### src/hdl/prr_pkg.sv
// Shared types, constants and CRC-8 helper for the position request responder.
package prr_pkg;

   localparam int QUEUE_DEPTH = 2;
   localparam int QUEUE_PTR_W = $clog2(QUEUE_DEPTH);
   localparam int QUEUE_CNT_W = $clog2(QUEUE_DEPTH + 1);

   localparam logic [7:0] CRC_POLY          = 8'h07;
   localparam logic [7:0] SYNC_VALUE_RESET  = 8'h55;
   localparam logic [7:0] POS_REQ_RESET     = 8'h50;

   localparam logic [7:0] CSR_SYNC_VALUE    = 8'd0;
   localparam logic [7:0] CSR_POS_REQ_CODE  = 8'd1;

   // response byte slots
   localparam logic [2:0] SLOT_SYNC   = 3'd0;
   localparam logic [2:0] SLOT_POS_HI = 3'd1;
   localparam logic [2:0] SLOT_POS_LO = 3'd2;
   localparam logic [2:0] SLOT_STATUS = 3'd3;
   localparam logic [2:0] SLOT_CRC    = 3'd4;

   typedef enum logic [2:0] {
      PHASE_SYNC  = 3'b001,
      PHASE_CMD   = 3'b010,
      PHASE_CHECK = 3'b100
   } phase_type;

   typedef struct packed {
      logic [7:0]  rx_byte;
      logic [15:0] encoder_position;
      logic [7:0]  motor_status;
   } req_payload_type;

   typedef struct packed {
      logic [7:0] tx_byte;
      logic       last_byte;
   } rsp_payload_type;

   typedef struct packed {
      logic [7:0]  sync_value;
      logic [15:0] position;
      logic [7:0]  status;
   } job_type;

   typedef struct packed {
      logic not_empty;
      logic full;
   } queue_status_type;

   function automatic logic [7:0] crc8_add(input logic [7:0] crc, input logic [7:0] data);
      logic [7:0] c;
      c = crc ^ data;
      for (int b = 0; b < 8; b++) begin
         if (c[7]) begin
            c = {c[6:0], 1'b0} ^ CRC_POLY;
         end else begin
            c = {c[6:0], 1'b0};
         end
      end
      return c;
   endfunction

endpackage

### src/hdl/prr_front.sv
// Request parser: configuration registers, sync/command/check phases, job issue.
module prr_front
   import prr_pkg::*;
(
   input  logic             clock,
   input  logic             reset,
   input  logic             req_valid,
   output logic             req_stall,
   input  req_payload_type  req_payload,
   input  logic             csr_valid,
   output logic             csr_ready,
   input  logic [7:0]       csr_index,
   input  logic [7:0]       csr_wdata,
   input  queue_status_type q_status,
   output logic             q_push,
   output job_type          q_job
);

   logic [7:0] sync_value_ff, sync_value_in;
   logic [7:0] pos_req_ff, pos_req_in;
   logic [7:0] held_cmd_ff, held_cmd_in;
   phase_type  phase_ff, phase_in;
   logic       req_accept;
   logic       check_ok;

   assign csr_ready  = 1'b1;
   assign req_stall  = q_status.full;
   assign req_accept = req_valid && !req_stall;

   assign check_ok = (crc8_add(8'h00, held_cmd_ff) == req_payload.rx_byte) &&
                     (held_cmd_ff == pos_req_ff);

   always_comb begin
      sync_value_in = sync_value_ff;
      pos_req_in    = pos_req_ff;
      if (csr_valid && csr_ready) begin
         case (csr_index)
            CSR_SYNC_VALUE:   sync_value_in = csr_wdata;
            CSR_POS_REQ_CODE: pos_req_in    = csr_wdata;
            default: ;
         endcase
      end
   end

   always_comb begin
      phase_in    = phase_ff;
      held_cmd_in = held_cmd_ff;
      q_push      = 1'b0;
      if (req_accept) begin
         case (phase_ff)
            PHASE_CMD: begin
               held_cmd_in = req_payload.rx_byte;
               phase_in    = PHASE_CHECK;
            end
            PHASE_CHECK: begin
               phase_in = PHASE_SYNC;
               q_push   = check_ok;
            end
            default: begin
               phase_in = (req_payload.rx_byte == sync_value_ff) ? PHASE_CMD : PHASE_SYNC;
            end
         endcase
      end
   end

   assign q_job.sync_value = sync_value_ff;
   assign q_job.position   = req_payload.encoder_position;
   assign q_job.status     = req_payload.motor_status;

   always_ff @(posedge clock) begin
      if (reset) begin
         sync_value_ff <= SYNC_VALUE_RESET;
         pos_req_ff    <= POS_REQ_RESET;
         held_cmd_ff   <= 8'h00;
         phase_ff      <= PHASE_SYNC;
      end else begin
         sync_value_ff <= sync_value_in;
         pos_req_ff    <= pos_req_in;
         held_cmd_ff   <= held_cmd_in;
         phase_ff      <= phase_in;
      end
   end

endmodule

### src/hdl/prr_queue.sv
// Short job queue between parser and response sender.
module prr_queue
   import prr_pkg::*;
(
   input  logic             clock,
   input  logic             reset,
   input  logic             push,
   input  job_type          push_job,
   input  logic             pop,
   output job_type          head_job,
   output queue_status_type status
);

   job_type                slot_ff [QUEUE_DEPTH];
   logic [QUEUE_PTR_W-1:0] wr_ptr_ff, wr_ptr_in;
   logic [QUEUE_PTR_W-1:0] rd_ptr_ff, rd_ptr_in;
   logic [QUEUE_CNT_W-1:0] count_ff, count_in;

   function automatic logic [QUEUE_PTR_W-1:0] ptr_next(input logic [QUEUE_PTR_W-1:0] p);
      return (p == QUEUE_PTR_W'(QUEUE_DEPTH - 1)) ? '0 : p + 1'b1;
   endfunction

   assign status.not_empty = (count_ff != '0);
   assign status.full      = (count_ff == QUEUE_CNT_W'(QUEUE_DEPTH));
   assign head_job         = slot_ff[rd_ptr_ff];

   always_comb begin
      wr_ptr_in = push ? ptr_next(wr_ptr_ff) : wr_ptr_ff;
      rd_ptr_in = pop  ? ptr_next(rd_ptr_ff) : rd_ptr_ff;
      count_in  = count_ff;
      if (push && !pop) begin
         count_in = count_ff + 1'b1;
      end else if (pop && !push) begin
         count_in = count_ff - 1'b1;
      end
   end

   always_ff @(posedge clock) begin
      if (push) begin
         slot_ff[wr_ptr_ff] <= push_job;
      end
   end

   always_ff @(posedge clock) begin
      if (reset) begin
         wr_ptr_ff <= '0;
         rd_ptr_ff <= '0;
         count_ff  <= '0;
      end else begin
         wr_ptr_ff <= wr_ptr_in;
         rd_ptr_ff <= rd_ptr_in;
         count_ff  <= count_in;
      end
   end

`ifndef ASSERT_OFF
   a_no_push_full: assert property (@(posedge clock) disable iff (reset)
      push |-> !status.full)
      else $error("push into full queue");
   a_no_pop_empty: assert property (@(posedge clock) disable iff (reset)
      pop |-> status.not_empty)
      else $error("pop from empty queue");
   a_count_bound: assert property (@(posedge clock) disable iff (reset)
      count_ff <= QUEUE_CNT_W'(QUEUE_DEPTH))
      else $error("queue count overflow");
`endif

endmodule

### src/hdl/prr_back.sv
// Response sender: five bytes per job with running CRC-8, registered output.
module prr_back
   import prr_pkg::*;
(
   input  logic             clock,
   input  logic             reset,
   input  queue_status_type q_status,
   input  job_type          q_job,
   output logic             q_pop,
   output logic             rsp_valid,
   input  logic             rsp_stall,
   output rsp_payload_type  rsp_payload
);

   logic            busy_ff, busy_in;
   logic [2:0]      slot_ff, slot_in;
   job_type         job_ff, job_in;
   logic [7:0]      crc_ff, crc_in;
   logic            rsp_valid_ff, rsp_valid_in;
   rsp_payload_type rsp_ff, rsp_in;
   logic            load_ok;
   logic            emit;
   logic            finishing;
   logic [7:0]      cur_byte;

   assign load_ok   = !rsp_valid_ff || !rsp_stall;
   assign emit      = busy_ff && load_ok;
   assign finishing = emit && (slot_ff == SLOT_CRC);
   assign q_pop     = q_status.not_empty && (!busy_ff || finishing);

   always_comb begin
      case (slot_ff)
         SLOT_SYNC:   cur_byte = job_ff.sync_value;
         SLOT_POS_HI: cur_byte = job_ff.position[15:8];
         SLOT_POS_LO: cur_byte = job_ff.position[7:0];
         SLOT_STATUS: cur_byte = job_ff.status;
         default:     cur_byte = crc_ff;
      endcase
   end

   always_comb begin
      busy_in      = busy_ff;
      slot_in      = slot_ff;
      job_in       = job_ff;
      crc_in       = crc_ff;
      rsp_valid_in = rsp_valid_ff && rsp_stall;
      rsp_in       = rsp_ff;
      if (emit) begin
         rsp_valid_in      = 1'b1;
         rsp_in.tx_byte    = cur_byte;
         rsp_in.last_byte  = (slot_ff == SLOT_CRC);
         slot_in           = slot_ff + 1'b1;
         if (slot_ff == SLOT_SYNC) begin
            crc_in = 8'h00;
         end else if (slot_ff != SLOT_CRC) begin
            crc_in = crc8_add(crc_ff, cur_byte);
         end
         if (finishing) begin
            busy_in = 1'b0;
         end
      end
      if (q_pop) begin
         busy_in = 1'b1;
         slot_in = SLOT_SYNC;
         job_in  = q_job;
      end
   end

   assign rsp_valid   = rsp_valid_ff;
   assign rsp_payload = rsp_ff;

   always_ff @(posedge clock) begin
      job_ff <= job_in;
      crc_ff <= crc_in;
      rsp_ff <= rsp_in;
   end

   always_ff @(posedge clock) begin
      if (reset) begin
         busy_ff      <= 1'b0;
         slot_ff      <= SLOT_SYNC;
         rsp_valid_ff <= 1'b0;
      end else begin
         busy_ff      <= busy_in;
         slot_ff      <= slot_in;
         rsp_valid_ff <= rsp_valid_in;
      end
   end

`ifndef ASSERT_OFF
   a_pop_when_free: assert property (@(posedge clock) disable iff (reset)
      q_pop |-> (!busy_ff || slot_ff == SLOT_CRC))
      else $error("job taken while a response is in progress");
   a_slot_bound: assert property (@(posedge clock) disable iff (reset)
      busy_ff |-> (slot_ff <= SLOT_CRC))
      else $error("slot counter out of range");
   a_last_on_crc: assert property (@(posedge clock) disable iff (reset)
      finishing |=> (rsp_valid_ff && rsp_ff.last_byte))
      else $error("CRC byte not flagged last");
   a_last_only_crc: assert property (@(posedge clock) disable iff (reset)
      (emit && slot_ff != SLOT_CRC) |=> !rsp_ff.last_byte)
      else $error("last flag on a non-CRC byte");
`endif

endmodule

### src/hdl/position_request_responder_core.sv
// Top level of the position request responder: parser, job queue and response sender.
// Takes one received byte per cycle while req_stall is low. After sync, a command byte
// and a matching CRC-8 check byte for the position request command, it answers with
// five bytes (sync, position high, position low, motor state, CRC-8 of the middle
// three), last_byte set on the CRC byte. Position and state are those sampled with the
// check byte. The response sender puts out one byte per cycle while not stalled, through
// a registered output; up to two further answered requests wait in the job queue, and
// req_stall rises only while that queue is full. Each job passes the queue and the
// sender's job register before it is sent. Configuration: index 0 sync value, index 1
// request code; other indexes are ignored; csr_ready is always high.
module position_request_responder_core
   import prr_pkg::*;
(
   input  logic            clock,
   input  logic            reset,
   input  logic            req_valid,
   output logic            req_stall,
   input  req_payload_type req_payload,
   output logic            rsp_valid,
   input  logic            rsp_stall,
   output rsp_payload_type rsp_payload,
   input  logic            csr_valid,
   output logic            csr_ready,
   input  logic [7:0]      csr_index,
   input  logic [7:0]      csr_wdata
);

   queue_status_type q_status;
   logic             q_push;
   logic             q_pop;
   job_type          push_job;
   job_type          head_job;

   prr_front u_front (
      .clock       (clock),
      .reset       (reset),
      .req_valid   (req_valid),
      .req_stall   (req_stall),
      .req_payload (req_payload),
      .csr_valid   (csr_valid),
      .csr_ready   (csr_ready),
      .csr_index   (csr_index),
      .csr_wdata   (csr_wdata),
      .q_status    (q_status),
      .q_push      (q_push),
      .q_job       (push_job)
   );

   prr_queue u_queue (
      .clock    (clock),
      .reset    (reset),
      .push     (q_push),
      .push_job (push_job),
      .pop      (q_pop),
      .head_job (head_job),
      .status   (q_status)
   );

   prr_back u_back (
      .clock       (clock),
      .reset       (reset),
      .q_status    (q_status),
      .q_job       (head_job),
      .q_pop       (q_pop),
      .rsp_valid   (rsp_valid),
      .rsp_stall   (rsp_stall),
      .rsp_payload (rsp_payload)
   );

endmodule
### config.mk
export PLATFORM = sky130hd
export DESIGN_NAME = position_request_responder_core
export DESIGN_NICKNAME = d
export VERILOG_FILES = /design/src/hdl/prr_pkg.sv /design/src/hdl/prr_front.sv /design/src/hdl/prr_queue.sv /design/src/hdl/prr_back.sv /design/src/hdl/position_request_responder_core.sv
export SDC_FILE = /design/constraint.sdc
export NUM_CORES = 1
export LEC_CHECK = 0
export ABC_AREA = 0
export BUFFER_PORTS_ARGS = -buffer_cell sky130_fd_sc_hd__buf_2
export CAP_MARGIN = 20
export CORE_MARGIN = 2
export CORE_UTILIZATION = 30
export DETAILED_ROUTE_END_ITERATION = 16
export MAX_ROUTING_LAYER = met4
export SYNTH_ARGS = -nofsm -noshare
export SYNTH_HDL_FRONTEND = slang
export SYNTH_SLANG_ARGS = --single-unit
### constraint.sdc
create_clock -name clock -period 9.3 [get_ports clock]
set_clock_uncertainty 0.15 [all_clocks]
set_input_delay 0.93 -clock clock [delete_from_list [all_inputs] [get_ports clock]]
set_output_delay 0.93 -clock clock [all_outputs]
set_load 0.02 [all_outputs]
==> metrics.txt <==
status=finished clean; CTS tree=built; Post-CTS Repair Setup Buffers=0; Comb pwr share=0.269; Tot GR Track Use=0.115; worst setup path class=register to register; share of cells above drive strength 1=0.279; Worst Path Arrival=3.18 ns; setup TNS=0 ns; worst-margin pin slew=approximately 0.98 ns; Mapped Nets=508; flop-to-flop setup slack=around 6.2 ns; Hold Crit Class=register to register; Post-synth ARST share=0; post-synthesis area per instance=14.1 sq um; Slew HR=0.343; row cnt=53; vias per cell=between 4 and 5; Mapped Cells=449; ys flop type=edfxtp_1; RSZ-0062 raised after global routing=no; worst hold path depth=1; Multi-input gate area=~2100 sq um; Core ar.=20900 sq um; Pwr Density=approximately 280 nW/um^2; Fin. Hold Viols=0; Post-synth EDFFs=113; register area=4110 sq um; Max Cap Viol=0; Pins Over Slew Limit=0; Worst R2R Start=u_back.slot_ff[2]$_SDFFE_PP0P_; setup violators final=0; clock network fraction of total power=0.320; min Tclk post-route=between 3 and 4 ns; residual DRC count=0; fin nets=about 570; Seq pwr share=0.411; Mapped Area=6340 sq um; P&R area growth vs syn=19.4%; CTS clk-pin slew, worst paths=0.06 ns; Post-CTS Resized=0; Final period util=0.335; number of antenna-violating nets in the routed design=0; hold_sp=u_front.pos_req_ff[4]$_SDFFE_PP1P_; Worst-Skew Late Latency=0.41 ns; antenna diode count=0; Final GP Congestion=0.851; root buf cell=clkbuf_16; Worst Path Required=9.37 ns; P_leak=~2.7 nW; DP Cell Count=slightly below 800; Pint=approximately 1.5 mW; vias in the first global route=roughly 3700; H-tree levels=4; endpoint class of the critical path=register; CP startpoint=u_back.slot_ff[2]$_SDFFE_PP0P_; critical path fanouts, max=8; fin cells=about 800; Overflow after GRT=0; Ys Warns=0; initial antenna violation count=0; CTS sink count=149; TritonCTS buffer count=17; synth unique cells=52; f_max=0.321 GHz; Sw Share=0.304; IR Drop Worst-Case VDD=0.130 mV; switching power=649 uW; die span in x=149 um; Routed WL per cell=14.8 um; cts-stage hold buffer count=0; Fill cells=about 2000; PortBufs=63; drt pass-1 iters=4; Die Area=around 22000 sq um; drt total wl=11.9 mm; via count=3613; first-pass GRT wire length=between 15 and 20 mm; Post-DP HPWL=between 8 and 9 mm; pin count of the biggest net entering global routing=38; Synth Register Bits=around 150; Startpoint Class=register; clk buf depth=2; DR iter-0 viols=about 190; starting density of the core=0.303; R2R depth=8; io pins=65; die height=roughly 150 um; sequential share of the synthesized area=0.649
==> power by group through the flow <==
stage / Clock (mW) / Combinational [mW] / Sequential [mW]
4_1_cts: 0.696 / 0.568 / 0.881
2_1_floorplan: 0 / 0.443 / 0.891
3_3_place_gp: 0 / 0.552 / 0.891
6_report: 0.683 / 0.574 / 0.878
3_5_place_dp: 0 / 0.564 / 0.895
5_1_grt: 0.730 / 0.627 / 0.888
==> logic make-up (layout without fill, tap and decap cells) <==
family	after synthesis	in the layout	share of synthesized area
other cells	1	1	0.000592
compound gates	50	50	0.0618
simple gates	95	95	0.0741
buf+inv	31	109	0.0209
fa+ha+maj	6	6	0.0118
mux	56	56	0.0960
xor+xnor	61	61	0.0855
flops	149	149	0.649
==> layer usage <==
layer	routed length, um	GRT usage	vias up
met5	0	-	-
met4	162	0.0381	0
met3	411	0.0287	16
met2	5900	0.193	65
met1	5410	0.136	1762
li1	-	-	1770
==> layout make-up <==
cell class	instances	area share
Multi-Input combinational cell	269	0.279
Clock buffer	17	0.0562
Clock inverter	14	0.0223
Timing Repair Buffer	68	0.0483
Sequential cell	149	0.544
Tap cell	275	0.0455
Inverter	10	0.00496
==> through the flow <==
| step | util | total power [mW] | instance area [sq um] | hold WS [ns] | setup WS [ns] |
|---|---|---|---|---|---|
| after floorplan | - | 1.33 | 6340 | 0.303 | 5.26 |
| after global placement | 0.332 | 1.44 | 6940 | 0.322 | 6.02 |
| after detailed placement | 0.333 | 1.46 | 6950 | 0.325 | 5.98 |
| after CTS | 0.361 | 2.15 | 7540 | 0.342 | 5.98 |
| after global routing | 0.362 | 2.25 | 7560 | 0.365 | 5.90 |
| final | 0.362 | 2.14 | 7560 | 0.338 | 6.19 |
==> worst max-delay path, cell delays in order (launching register included) <==
cell and delay (ns):
dfxtp_1 0.48, clkinv_1 0.35, ha_1 0.43, a222oi_1 0.41, nand2_2 0.21, xnor2_2 0.20
a221oi_2 0.31, xnor2_1 0.09, a211oi_1 0.28
==> layout by cell type (no fill, tap or decap), types with 2 or more instances in the layout <==
cell and n:
inv_1 9, a211o_1 6, nand2b_1 2, a22oi_1 10
nor3_1 5, edfxtp_1 113, xor2_1 32, clkinv_4 2
mux2i_1 18, clkinv_2 2, a22o_1 3, nand3_1 3
mux2_2 37, a21oi_1 14, xnor2_1 28, buf_4 4
buf_2 63, nand4_1 2, dfxtp_1 36, bufinv_16 2
a2111oi_0 2, and2_1 4, o21ai_0 3, nor2b_1 5
and3_1 3, ha_1 6, nor2_1 41, inv_6 2
inv_8 5, clkbuf_16 17, nor4_1 6, nand2_1 13
==> flip-flops by register name (all words and copies together), names as in the netlist <==
signal                 cells
u_front.held_cmd_ff        8
u_front.sync_value_ff      8
u_front.phase_ff           3
u_queue.rd_ptr_ff          1
u_queue.wr_ptr_ff          1
u_queue.count_ff           2
u_back.rsp_payload         9
u_back.crc_ff              8
u_back.slot_ff             3
u_front.pos_req_ff         8
u_back.job_ff             32
u_back.busy_ff             1
u_queue.slot_ff           64
u_back.rsp_valid           1
==> synth_stat cells (2+ instances only) <==
cell       instances  area (sq um)
nand2_1           13          48.8
and3_1             3          18.8
nand2b_1           2          12.5
mux2i_1           18           180
buf_2              4          20.0
a2111oi_0          2          17.5
nand3_1            3          15.0
nand4_1            2          12.5
o21ai_0            3          15.0
a22oi_1           10          75.1
nor2b_1            6          37.5
nor3_1             5          25.0
clkbuf_1          11          41.3
a211o_1            6          52.6
xnor2_1           28           245
dfxtp_1           36           721
xor2_1            32           280
edfxtp_1         113          3390
inv_1              9          33.8
and2_1             4          25.0
nor4_1             7          43.8
buf_1              3          11.3
ha_1               6          75.1
nor2_1            41           154
mux2_2            37           417
buf_4              3          22.5
a22o_1             3          26.3
a21oi_1           15          75.1
==> final timing paths <==
kind | endpoint
worst min-delay path | u_front.pos_req_ff[4]$_SDFFE_PP1P_
worst max register to register | u_back.crc_ff[1]$_SDFFCE_PN0P_
worst min register to register | u_front.pos_req_ff[4]$_SDFFE_PP1P_
worst max-delay path | u_back.crc_ff[1]$_SDFFCE_PN0P_
No activity file was read; power rests on OpenSTA's default activity.
